$ cat src/rtl/core/servo_angle_to_pulse_mapper_defines.svh
// Assertion macros shared by the servo pulse mapper RTL.
`ifndef SERVO_ANGLE_TO_PULSE_MAPPER_DEFINES_SVH
`define SERVO_ANGLE_TO_PULSE_MAPPER_DEFINES_SVH

`ifndef SYNTHESIS
// Check a same-cycle implication on the rising clock edge, quiet during reset.
`define SAPM_ASSERT_IMPL(lbl, clk, rstn, ante, cons, msg) \
  lbl: assert property (@(posedge clk) disable iff (!rstn) (ante) |-> (cons)) else $error(msg);
// Check a next-cycle implication on the rising clock edge, quiet during reset.
`define SAPM_ASSERT_NEXT(lbl, clk, rstn, ante, cons, msg) \
  lbl: assert property (@(posedge clk) disable iff (!rstn) (ante) |=> (cons)) else $error(msg);
`else
`define SAPM_ASSERT_IMPL(lbl, clk, rstn, ante, cons, msg)
`define SAPM_ASSERT_NEXT(lbl, clk, rstn, ante, cons, msg)
`endif

`endif

$ cat src/rtl/core/sapm_pkg.sv
// Shared types, widths and register codes of the servo pulse mapper.
package sapm_pkg;

  localparam int unsigned ANGLE_W    = 16;
  localparam int unsigned PULSE_W    = 16;
  localparam int unsigned EXT_W      = ANGLE_W + 1;
  localparam int unsigned DIFF_W     = ANGLE_W + 2;
  localparam int unsigned DP_W       = PULSE_W + 1;
  localparam int unsigned PROD_W     = DIFF_W + DP_W;
  localparam int unsigned NUM_W      = 32;
  localparam int unsigned DEN_W      = 16;
  localparam int unsigned DIV_STAGES = NUM_W;
  localparam int unsigned SUM_W      = NUM_W + 2;
  localparam int unsigned CFG_ADDR_W = 3;
  localparam int unsigned CFG_DATA_W = 16;

  // Register indexes of the configuration port
  typedef enum logic [CFG_ADDR_W-1:0] {
    REG_PULSE_LOW    = 3'd0,
    REG_PULSE_CENTER = 3'd1,
    REG_PULSE_HIGH   = 3'd2,
    REG_ANGLE_LOWER  = 3'd3,
    REG_ANGLE_UPPER  = 3'd4,
    REG_INVERT_ANGLE = 3'd5
  } cfg_reg_e;

  typedef struct packed {
    logic        [PULSE_W-1:0] pulse_low;
    logic        [PULSE_W-1:0] pulse_center;
    logic        [PULSE_W-1:0] pulse_high;
    logic signed [ANGLE_W-1:0] angle_lower;
    logic signed [ANGLE_W-1:0] angle_upper;
    logic                      invert_angle;
  } cfg_t;

  localparam cfg_t CFG_RESET = '{
    pulse_low:    16'd1100,
    pulse_center: 16'd1130,
    pulse_high:   16'd1230,
    angle_lower:  16'hFFCE,
    angle_upper:  16'd100,
    invert_angle: 1'b0
  };

  // Segment data that rides along with one item down the pipe
  typedef struct packed {
    logic [PULSE_W-1:0] base;
    logic [PULSE_W-1:0] clamp_lo;
    logic [PULSE_W-1:0] clamp_hi;
    logic [PULSE_W-1:0] center;
    logic               zero_den;
  } seg_t;

endpackage

$ cat src/rtl/core/sapm_if.sv


interface sapm_cfg_if;
  import sapm_pkg::*;
  logic                  valid;
  logic                  ready;
  logic [CFG_ADDR_W-1:0] addr;
  logic [CFG_DATA_W-1:0] data;
  modport source (output valid, output addr, output data, input ready);
  modport sink (input valid, input addr, input data, output ready);
endinterface

$ cat src/rtl/core/sapm_cfg_regs.sv
// Configuration register file of the servo pulse mapper.
module sapm_cfg_regs (
  input  logic            clk_i,
  input  logic            rst_ni,
  sapm_cfg_if.sink        cfg_i,
  output sapm_pkg::cfg_t  cfg_o
);
  import sapm_pkg::*;

  cfg_t cfg_q;

  // Take every write beat at once
  assign cfg_i.ready = 1'b1;

  // Update the addressed register, drop writes beyond the list
  always_ff @(posedge clk_i or negedge rst_ni) begin
    if (!rst_ni) begin
      cfg_q <= CFG_RESET;
    end else if (cfg_i.valid && cfg_i.ready) begin
      case (cfg_reg_e'(cfg_i.addr))
        REG_PULSE_LOW:    cfg_q.pulse_low    <= cfg_i.data;
        REG_PULSE_CENTER: cfg_q.pulse_center <= cfg_i.data;
        REG_PULSE_HIGH:   cfg_q.pulse_high   <= cfg_i.data;
        REG_ANGLE_LOWER:  cfg_q.angle_lower  <= $signed(cfg_i.data);
        REG_ANGLE_UPPER:  cfg_q.angle_upper  <= $signed(cfg_i.data);
        REG_INVERT_ANGLE: cfg_q.invert_angle <= cfg_i.data[0];
        default: ;
      endcase
    end
  end

  assign cfg_o = cfg_q;

endmodule

$ cat src/flat_wrapper.sv
// flat-port wrapper written by rule: the top's interface ports become plain ports
module sapm_cfg_regs_flat import sapm_pkg::*;
  (clk_i, rst_ni, cfg_o, cfg_i_valid, cfg_i_addr, cfg_i_data, cfg_i_ready);
  sapm_cfg_if cfg_i_i ();
  input  logic clk_i;
  input  logic rst_ni;
  output sapm_pkg::cfg_t cfg_o;
  input wire logic [$bits(cfg_i_i.valid)-1:0] cfg_i_valid;
  input wire logic [$bits(cfg_i_i.addr)-1:0] cfg_i_addr;
  input wire logic [$bits(cfg_i_i.data)-1:0] cfg_i_data;
  output wire logic [$bits(cfg_i_i.ready)-1:0] cfg_i_ready;
  assign cfg_i_i.valid = cfg_i_valid;
  assign cfg_i_i.addr = cfg_i_addr;
  assign cfg_i_i.data = cfg_i_data;
  assign cfg_i_ready = cfg_i_i.ready;
  sapm_cfg_regs u_core (.clk_i(clk_i), .rst_ni(rst_ni), .cfg_i(cfg_i_i), .cfg_o(cfg_o));
endmodule
$ cat config.mk
export PLATFORM = sky130hd
export DESIGN_NAME = sapm_cfg_regs_flat
export DESIGN_NICKNAME = d
export VERILOG_FILES = /design/src/rtl/core/servo_angle_to_pulse_mapper_defines.svh /design/src/rtl/core/sapm_pkg.sv /design/src/rtl/core/sapm_if.sv /design/src/rtl/core/sapm_cfg_regs.sv /design/src/flat_wrapper.sv
export SDC_FILE = /design/constraint.sdc
export NUM_CORES = 1
export LEC_CHECK = 0
export ABC_CLOCK_PERIOD_IN_PS = 800
export BUFFER_PORTS_ARGS = -buffer_cell sky130_fd_sc_hd__buf_2
export CORE_MARGIN = 3
export CORE_UTILIZATION = 40
export CTS_CLUSTER_DIAMETER = 80
export DETAILED_ROUTE_END_ITERATION = 10
export PLACE_DENSITY_LB_ADDON = 0.1
export SLEW_MARGIN = 30
export SYNTH_ARGS = -nofsm -noshare
export SYNTH_HDL_FRONTEND = slang
export SYNTH_SLANG_ARGS = --single-unit
$ cat constraint.sdc
create_clock -name clk_i -period 0.8 [get_ports clk_i]
set_input_delay 0.08 -clock clk_i [delete_from_list [all_inputs] [get_ports clk_i]]
set_output_delay 0.08 -clock clk_i [all_outputs]
set_load 0.005 [all_outputs]
# Yosys cells after proc, flatten, opt, wreduce, memory -nomap -nowiden
# Cells that the tools add are included.
[classes]
addsub = 0
mul = 0
div_mod_pow = 0
magnitude_cmp = 0
n_eq_ne = 5
shift = 0
n_mux = 0
n_bitwise = 0
reduce_logical = 7
[op_table]
columns = ["op", "count"]
rows = [
  ["AND reduction 2 bit", 6],
  ["== test 3 x 2 -> 1 bit, second input constant", 2],
  ["== test 3 bit, second input constant", 2],
  ["== test 3 x 1 -> 1 bit, second input constant", 1],
  ["logical NOT 3 bit", 1],
]
[word_totals]
ff_bits = 81
latchBits = 0
ramBits = 0
mem_bits_ro = 0
input_bits = 22
output_inout_bits = 82
elab_cells = 18
n_memories = 0

# Depth between registers and ports, before layout
# Gate-level depths: netlist (run 1).
[logic_depth]
word_depth = 2
ltp_mapped = 4
depth_no_buf = 2

# Worst setup path before layout (run 1)
# OpenSTA, ideal clock, no wires.
[synth_timing]
kind = "input port to flip-flop"
from = "input cfg_i_addr[0]"
to = "register u_core.cfg_q (netlist bit u_core.cfg_o[72])"
setup_ns = 0.125
arrival_time_ns = 1.040
required_ns = 0.675
setup_slack_ns = -0.365
stages = 3
path_buffers = 1
cell_sequence = "nor4b_4 buf_6 mux2_2"
[synth_via]
elab_chain_cells = 2
[synth_rtl]
columns = ["item", "line_no", "source"]
rows = [
  ["start, declared", "flat_wrapper.sv:9", "input wire logic [$bits(cfg_i_i.addr)-1:0] cfg_i_addr;"],
  ["logical NOT 3 bit", "sapm_cfg_regs.sv:20", "case (cfg_reg_e'(cfg_i.addr))"],
  ["AND reduction 2 bit (no source line)", "-", ""],
  ["end, declared", "sapm_cfg_regs.sv:10", "cfg_t cfg_q;"],
]
# Every way passes these cells.
# A chain may end at the register's enable or synchronous reset.

# Final worst setup path (run 1)
[layout_timing]
from = "register u_core.cfg_q (netlist bit u_core.cfg_o[34])"
to = "output cfg_o[34] (netlist name)"
[layout_rtl]
columns = ["item", "line_no", "source"]
rows = [
  ["end, declared", "flat_wrapper.sv:7", "output sapm_pkg::cfg_t cfg_o;"],
]
# No word-level cell between the ends.

==> results of run 1 <==
layout make-up:
cell class              count  area (µm²)  share of cell area (%)
flip-flops and latches     81        2070                    40.5
repair buffers            165        1420                    27.8
multi-input cells          88        1260                    24.6
clock buffers              12         155                    3.04
well taps                 102         128                    2.50
clock inverters             4        76.3                    1.50
what timing repair did:
item,in CTS,in global routing
hold buffers,1,0
hold endpoints to repair,55,0
setup buffers,32,14
gates resized for setup,36,42
pin swaps,2,2
endpoints found under the setup margin,129,127
cloned,2,0
stage by stage:
step / setup slack [ns] / hold slack, ns / util, % / setup TNS (ns)
2_1_floorplan: -0.362 / -0.216 / - / -14.28
3_3_place_gp: -0.420 / -0.0262 / 53.4 / -29.09
3_5_place_dp: -0.435 / -0.0290 / 53.4 / -30.20
4_1_cts: -0.292 / 0.0118 / 61.8 / -18.83
5_1_grt: -0.318 / 0.0179 / 65.4 / -22.67
6_report: -0.286 / 0.0261 / 65.4 / -18.39
power by group:
| part | internal, µW | total [µW] | leakage [µW] | switching (µW) |
|---|---|---|---|---|
| Sequential | 5260 | 5850 | 0.000926 | 594 |
| Clock | 1940 | 3430 | 0.000113 | 1490 |
| Combinational | 2860 | 3990 | 0.00142 | 1130 |
| Total | 10100 | 13300 | 0.00246 | 3210 |
synthesized netlist by cell type:
library cell  instances
and4bb_2              3
dfrtp_1              50
conb_1                1
nand4b_2              1
mux2_1                1
buf_6                 7
buf_2                 1
nand4b_1              1
dfstp_2              31
mux2_4               21
mux2_2               59
nor4b_4               1
buf_4                 1
per-layer routing:
| metal | wire, µm | global-route usage [%] |
|---|---|---|
| met5 | 0 | 0 |
| met4 | 117 | 6.40 |
| met3 | 445 | 4.07 |
| met2 | 3500 | 25.4 |
| met1 | 3770 | 25.7 |
worst max-delay path by stage:
stage	from	endpoint	slack, ns	cells after the start
2_1_floorplan	cfg_i_addr[2]	u_core.cfg_o[70]	-0.36	3
3_3_place_gp	cfg_i_addr[1]	u_core.cfg_o[16]	-0.42	4
3_5_place_dp	cfg_i_addr[1]	u_core.cfg_o[80]	-0.43	4
4_1_cts	u_core.cfg_o[35]	cfg_o[35]	-0.29	1
5_1_grt	u_core.cfg_o[34]	cfg_o[34]	-0.32	1
6_report	u_core.cfg_o[34]	cfg_o[34]	-0.29	1
kinds of logic (layout without fill, tap and decap cells):
kind of cell           after synthesis  after routing  share of synthesized area [%]
buffers and inverters                9            181                           2.82
other                                1              1                          0.116
and+or+nand+nor                      6              6                           2.63
muxes                               81             81                           30.6
DFF                                 81             81                           63.8
==> impl_results.md, run 1 <==
* Gr usage total at 17.5%
* Hpwl dp at 5.09 mm
* Fillers at 588
* Syn_nets at 200
* Vias post-DR at 2137
* Critical-path cell list: buf_2
* CP Buf/Inv Count at 1
* Antenna violations before repair at 0
* Final hold vios at 0
* Largest stage delay, worst path at 0.55 ns
* Most common cell after layout, fill and taps aside: buf_2
* # placed instances at 390
* Max Root-Sink Buffers at 2
* Die width at about 96 µm
* Post-synthesis cell area at 3240 µm²
* Synth cell types at 13
* Worst hold start: cfg_i_data[5]
* Period utilization at 136%
* GR Overflow Total at 0
* Failing checks: negative setup slack
* Status: finished, violations left
* Flop-to-flop setup slack at -0.10 ns
* Clk_skew at 0 ns
* Maximum Capacitance Violations at 0
* FF-to-FF Start: u_core.cfg_o[78]
* Clk Latency, worst-skew pair at 0.34 ns
* Largest net degree at the start of global routing at 28
* Num rows at 32
* Area leader, netlist: dfrtp_1
* DRT iter0 DRCs at 45
* Synth Warn # at 0
* Mean number of vias per cell at 4.73
* Layout cells sized above 1 at a little over four fifths
* PD cells at about 2600 nW/µm²
* Slowest CP cell: dfstp_2
* Hold path depth at 2
* I/O pin total at 104
* Reg2reg end: u_core.cfg_o[78]
* Setup violators final at 133
* WHS Endpoint: u_core.cfg_o[6]
* Layout area overhead at 57.6%
* Crit path DAT at 1.01 ns
* Cells after Synth at 178
* Crit-path max FO at 2
* Drt total wl at between 7 and 8 mm
* Initial Util at 41.5%
* Dpl cell area at 4170 µm²
* IO buf count at 102
* P_leak at 0.00246 µW
* Register area share after synthesis at 63.8%
* Largest register FFs at approximately 80
* Register bit count reported by yosys at 81
* Ant. Diodes at 0
* Final net count at ~370
* RSZ-0062 raised after global routing: true
* Crit path kind: reg -> out
* Critical Path Sink Type: output pin
* Reg2Reg Depth at 2
* Final std cells w/o fill at 452
* Slew Limit Fails at 0
* Post-route minimum period at 1.09 ns
* Delay-heaviest family, CP: flip-flops
* Tot Pwr at 13300 µW
* Cell area after layout at 5100 µm²
* Residual DRC count at 0
* First-pass GRT wire length at 12.0 mm
* CTS clk-pin slew, worst paths at 0.09 ns
* TritonCTS clock tree: yes
* Most frequent cells in the layout: buf_2, mux2_4, buf_6, dfrtp_1, dfstp_2
* WL per Instance at 17.3 µm
* Clock root buffer: clkbuf_8
* Global placer's final weighted congestion at about 0.69
* Core ar. at between 7000 and 8000 µm²
* Clock Sinks at 81
* H-tree level count at 3
* Die area at just over 9000 µm²
* CTS buffer count at 9
* Post-DRT Antenna Nets at 0
* Worst min path class: in -> reg
* Vias in the first global route at 2176
* Top-area cell type share of the netlist area at 38.7%
* Post-Syn Area per Cell at 18.2 µm²
* FMAX at 921 MHz
* DRT Pass-1 Iters at 4
* Die span in y at about 96 µm
* Critical Path RT at 0.72 ns
* Setup WS post-layout at -0.286 ns
* Max VDD drop at around 1200 µV
* Startpoint Class: register
* Largest cells by area after synthesis: dfrtp_1, dfstp_2, mux2_2
Power figures use the tool's default switching activity.
==> run 2: changes to the inputs <==
--- a/config.mk
+++ b/config.mk
@@ -9,9 +9,10 @@
 export BUFFER_PORTS_ARGS = -buffer_cell sky130_fd_sc_hd__buf_2
 export CORE_MARGIN = 3
 export CORE_UTILIZATION = 40
+export CTS_BUF_LIST = sky130_fd_sc_hd__clkbuf_2 sky130_fd_sc_hd__clkbuf_4 sky130_fd_sc_hd__clkbuf_8
 export CTS_CLUSTER_DIAMETER = 80
 export DETAILED_ROUTE_END_ITERATION = 10
-export PLACE_DENSITY_LB_ADDON = 0.1
+export PLACE_DENSITY = 0.65
 export SLEW_MARGIN = 30
 export SYNTH_ARGS = -nofsm -noshare
 export SYNTH_HDL_FRONTEND = slang
==> run 2 against run 1 <==
  * The run still ends with negative setup slack left
  * Sequential share of layout area is 0.87 points higher
  * Critical endpoint is now cfg_o[6]
  * Design area is 2.1% lower
  * Critical path depth stayed put
==> impl_results.md, run 2 (synthesized netlist as in run 1, its figures left out) <==
* Status: finished, violations left
* Failing checks: negative setup slack
* Hpwl dp at 5.16 mm (+1.5%)
* Pre-CTS setup slack at -0.465 ns (-0.0307 ns)
* Most frequent cells in the layout: buf_2, mux2_4, dfrtp_1, buf_6, dfstp_2
* CTS buffer count at 9 (unchanged)
* Critical Path RT at 0.72 ns (about the same)
* Die area at 9210 µm² (unchanged)
* Delay-heaviest family, CP: flip-flops
* Setup violators final at 129 (-3.0%)
* Mean number of vias per cell at 4.73 (about the same)
* CTS clk-pin slew, worst paths at 0.08 ns (about the same)
* Gr usage total at 17.8% (+0.21 points)
* Fillers at 572 (-2.7%)
* Clock Sinks at 81 (unchanged)
* Die width at 96.0 µm (unchanged)
* First-pass GRT wire length at 12.0 mm (-0.12%)
* Global placer's final weighted congestion at 0.696 (+1.1%)
* Most common cell after layout, fill and taps aside: buf_2
* H-tree level count at 3 (unchanged)
* Clk Latency, worst-skew pair at 0.33 ns (about the same)
* Period utilization at 134% (-1.4 points)
* Worst min path class: in -> reg
* Num rows at 32 (unchanged)
* WL per Instance at 17.7 µm (+2.1%)
* Ant. Diodes at 0 (unchanged)
* P_leak at 0.00240 µW (-2.4%)
* Slowest CP cell: dfstp_2
* Post-route minimum period at 1.07 ns (-0.0114 ns)
* Layout cells sized above 1 at 84.6% (about the same)
* Initial Util at 41.5% (unchanged)
* Maximum Capacitance Violations at 0 (unchanged)
* Startpoint Class: register
* Critical-path cell list: buf_2
* Largest net degree at the start of global routing at 30 (+7.1%)
* DRT Pass-1 Iters at 4 (unchanged)
* RSZ-0062 raised after global routing: true
* Critical Path Sink Type: output pin
* Crit path kind: reg -> out
* Antenna violations before repair at 0 (unchanged)
* Flop-to-flop setup slack at -0.13 ns (-0.03 ns)
* Clock root buffer: clkbuf_8
* FMAX at 931 MHz (+1.1%)
* Vias in the first global route at 2220 (+2.0%)
* Max VDD drop at 1100 µV (-12%)
* GR Overflow Total at 0 (unchanged)
* Vias post-DR at 2109 (-1.3%)
* Drt total wl at 7.89 mm (+0.73%)
* Post-DRT Antenna Nets at 0 (unchanged)
* Crit-path max FO at 2 (unchanged)
* Core ar. at 7810 µm² (unchanged)
* Largest stage delay, worst path at 0.55 ns (about the same)
* DRT iter0 DRCs at 32 (-29%)
* IO buf count at 102 (unchanged)
* I/O pin total at 104 (unchanged)
* Final net count at 361 (-1.6%)
* Largest register FFs at 81 (unchanged)
* PD cells at 2490 nW/µm² (-4.1%)
* Max Root-Sink Buffers at 2 (unchanged)
* Final hold vios at 0 (unchanged)
* Residual DRC count at 0 (unchanged)
* Crit path DAT at 0.99 ns (-0.02 ns)
* TritonCTS clock tree: yes
* CP Buf/Inv Count at 1 (unchanged)
* Die span in y at 96.0 µm (unchanged)
* Slew Limit Fails at 0 (unchanged)
* Clk_skew at 0 ns (unchanged)
* Setup WS post-layout at -0.275 ns (+0.0114 ns)
* Layout area overhead at 54.3%
* Setup TNS at -18.65 ns (-0.265 ns)
[run 2: cell types whose count changed in the layout (fill, tap and decap cells not counted), sizes merged]
cell | previous run | this run
buf | 164 | 158
bufinv | 2 | 0
clkinvlp | 1 | 3
[run 2: layout make-up]
class	instances	area, µm²	share of cell area (%)
repair buffers	159	1350	27.0
flip-flops and latches	81	2070	41.4
well taps	102	128	2.56
clock inverters	4	27.5	0.551
multi-input cells	88	1260	25.3
clock buffers	12	159	3.18
[run 2: where the power goes]
part,switching (µW),internal (µW)
combinational,1120,2700
sequential,588,5250
clock,1470,1330
[run 2: path summary, 6_finish.rpt]
check,from,endpoint,cells after the start
worst max-delay path,u_core.cfg_o[6],cfg_o[6],1
worst min-delay path,cfg_i_data[11],u_core.cfg_o[76],2
worst max register to register,u_core.cfg_o[14],u_core.cfg_o[14],2
worst min register to register,u_core.cfg_o[61],u_core.cfg_o[61],1
max in group asynchronous,rst_ni,u_core.cfg_o[36],3
min in group asynchronous,rst_ni,u_core.cfg_o[63],2
[run 2: timing repair]
item	in CTS	in global routing
endpoints found under the hold margin	52	0
buffers inserted	31	11
cloned	2	0
resized for setup	45	30
pin swaps	2	2
setup endpoints to repair	144	137
hold buffers	1	0
[run 2: metal layers]
layer / vias to the layer above / global-route usage [%] / routed length, µm
li1: 956 / - / -
met1: 1061 / 24.9 / 3740
met2: 82 / 27.3 / 3570
met3: 10 / 4.30 / 491
met4: 0 / 5.33 / 90
met5: - / 0 / 0
[run 2: metrics by stage]
step | utilization, % | total power [µW] | instances | area, µm² | hold slack [ns]
2_1_floorplan | - | 7100 | 178 | 3390 | -0.216
3_3_place_gp | 53.3 | 8460 | 388 | 4160 | -0.0559
3_5_place_dp | 53.3 | 8520 | 388 | 4160 | -0.0558
4_1_cts | 61.6 | 12200 | 438 | 4810 | 0.0102
5_1_grt | 64.0 | 13100 | 446 | 4990 | 0.0242
6_report | 64.0 | 12500 | 446 | 4990 | 0.0295
==> run 3: changes to the inputs <==
--- a/config.mk
+++ b/config.mk
@@ -13,6 +13,7 @@
 export CTS_CLUSTER_DIAMETER = 80
 export DETAILED_ROUTE_END_ITERATION = 10
 export PLACE_DENSITY = 0.65
+export REMOVE_ABC_BUFFERS = 1
 export SLEW_MARGIN = 30
 export SYNTH_ARGS = -nofsm -noshare
 export SYNTH_HDL_FRONTEND = slang
==> run 3 against run 2 <==
  * The run still ends with negative setup slack left
  * Sequential power about the same
  * Power decreased by 3.9%
  * Die area unchanged
  * Clock skew unchanged
  * Register-to-register slack improved by 0.02 ns
  * Clock power decreased by 3%
  * Non-clock buffer count decreased by 16
  * Sequential share of layout area increased by 2.2 points
==> impl_results.md, run 3 (synthesized netlist as in run 1, its figures left out) <==
* Status: finished, violations left
* Failing checks: negative setup slack
* Post-DRT Antenna Nets at 0 (unchanged)
* Maximum Capacitance Violations at 0 (unchanged)
* GR Overflow Total at 0 (unchanged)
* Final std cells w/o fill at 430 (-3.6%)
* Tot Pwr at 12000 µW (-3.9%)
* PD cells at 2520 nW/µm² (+1.2%)
* RSZ-0062 raised after global routing: true
* Clock root buffer: clkbuf_8
* Area of the multi-input gates at 1210 µm² (-4.3%)
* P_leak at 0.00226 µW (-5.9%)
* Pre-CTS setup slack at -0.426 ns (+0.0395 ns)
* Critical Path Sink Type: output pin
* WL per Instance at 17.7 µm (-0.17%)
* Vias in the first global route at 2090 (-5.9%)
* IO buf count at 102 (unchanged)
* Setup WS post-layout at -0.294 ns (-0.0193 ns)
* Vias post-DR at 2034 (-3.6%)
* Clk_skew at 0 ns (unchanged)
* Gr usage total at 16.6% (-1.1 points)
* DRT Pass-1 Iters at 4 (unchanged)
* Critical-path cell list: buf_6
* Register area at 2070 µm² (unchanged)
* TritonCTS clock tree: yes
* Largest net degree at the start of global routing at 36 (+20%)
* Post-route minimum period at 1.09 ns (+0.0193 ns)
* DRT iter0 DRCs at 44 (+38%)
* Core ar. at 7810 µm² (unchanged)
* Antenna violations before repair at 0 (unchanged)
* Most common cell after layout, fill and taps aside: buf_2
* Part of the power in combinational logic at 28.7% (-2.0 points)
* Largest register FFs at 81 (unchanged)
* # placed instances at 385 (-0.77%)
* Slowest CP cell: dfstp_2
* Clock Sinks at 81 (unchanged)
* Mean number of vias per cell at 4.73 (about the same)
* Clock Power Share at 22.7% (+0.3 points)
* Internal power at 8800 µW (-5.2%)
* Sequential Power Share at 48.6% (+1.7 points)
* Crit-path max FO at 2 (unchanged)
* Max VDD drop at 1160 µV (+5.5%)
* Fillers at 618 (+8.0%)
* Residual DRC count at 0 (unchanged)
* Net Sw Frac at 26.5% (+1.0 points)
* CP Buf/Inv Count at 1 (unchanged)
* Global placer's final weighted congestion at 0.654 (-6.1%)
* Drt total wl at 7.59 mm (-3.8%)
* Die area at 9210 µm² (unchanged)
* Slew Limit Fails at 0 (unchanged)
* CTS buffer count at 9 (unchanged)
* Clk Latency, worst-skew pair at 0.34 ns (about the same)
* Final hold vios at 0 (unchanged)
* CTS clk-pin slew, worst paths at 0.10 ns (+0.02 ns)
* FMAX at 914 MHz (-1.8%)
* Ant. Diodes at 0 (unchanged)
* Layout area overhead at 46.6%
* I/O pin total at 104 (unchanged)
* Most frequent cells in the layout: buf_2, mux2_4, dfrtp_1, buf_6, dfstp_2
* Setup violators final at 116 (-10%)
* First-pass GRT wire length at 11.3 mm (-6.0%)
* Startpoint Class: register
* Critical Path RT at 0.72 ns (about the same)
* H-tree level count at 3 (unchanged)
* Largest stage delay, worst path at 0.57 ns (+0.02 ns)
* Crit path kind: reg -> out
* Layout cells sized above 1 at 83.5% (-1.1 points)
* Die span in y at 96.0 µm (unchanged)
* Hpwl dp at 4.89 mm (-5.2%)
* Num rows at 32 (unchanged)
* Period utilization at 137% (+2.4 points)
* Worst min path class: in -> reg
* Delay-heaviest family, CP: flip-flops
* Max Root-Sink Buffers at 2 (unchanged)
* Crit path DAT at 1.01 ns (+0.02 ns)
* Utilization after layout at 60.8% (-3.2 points)
* Psw at 3180 µW (about the same)
* Die width at 96.0 µm (unchanged)
* Initial Util at 41.5% (unchanged)
* Final net count at 345 (-4.4%)
## run 3: cell types whose count changed in the layout (fill, tap and decap cells not counted), sizes merged
cell / previous run / this run
buf: 158 / 140
inv: 0 / 2
clkinv: 1 / 3
dlygate4sd3: 1 / 2
clkinvlp: 3 / 2
clkbuf: 12 / 10
## run 3: worst paths after layout
check	from	to	slack, ns	cells past startpoint
worst max-delay path	u_core.cfg_o[71]	cfg_o[71]	-0.29	1
worst min-delay path	cfg_i_data[11]	u_core.cfg_o[12]	0.02	2
worst max register to register	u_core.cfg_o[38]	u_core.cfg_o[38]	-0.11	2
worst min register to register	u_core.cfg_o[0]	u_core.cfg_o[0]	0.51	1
max in group asynchronous	rst_ni	u_core.cfg_o[32]	0.16	3
min in group asynchronous	rst_ni	u_core.cfg_o[47]	0.13	2
## run 3: layout make-up
class	instances	area share [%]
flip-flops and latches	81	43.5
multi-input cells	88	25.5
repair buffers	143	24.5
well taps	102	2.69
clock buffers	9	2.61
clock inverters	7	1.16
## run 3: power groups by stage
stage	Combinational, µW	Clock, µW	Sequential, µW
global placement	2390	0	5760
CTS	3020	2810	5730
global route	3730	3020	5940
detailed placement	2450	0	5780
finish	3440	2720	5820
floorplan	998	0	5830
## run 3: metrics by stage
step	hold WS, ns	setup TNS [ns]	cell area [µm²]
detailed placement	-0.0460	-30.18	3990
global placement	-0.0435	-28.93	3990
global route	0.0116	-21.49	4750
CTS	0.00129	-18.87	4470
finish	0.0249	-17.47	4750
floorplan	-0.216	-24.09	3150
## run 3: routing by layer
layer / track usage, % / share of wire [%] / wire length, µm
met2: 25.1 / 48 / 3610
met5: 0 / 0 / 0
met3: 4.07 / 5.4 / 407
met1: 23.0 / 46 / 3460
met4: 6.75 / 1.5 / 113
## run 3: repair_timing
item	4_1_cts	5_1_grt
hold buffers	2	0
gates cloned	0	1
setup endpoints to repair	128	124
resized for setup	28	51
hold endpoints to repair	53	0
pin swaps	3	3
setup buffers	22	4
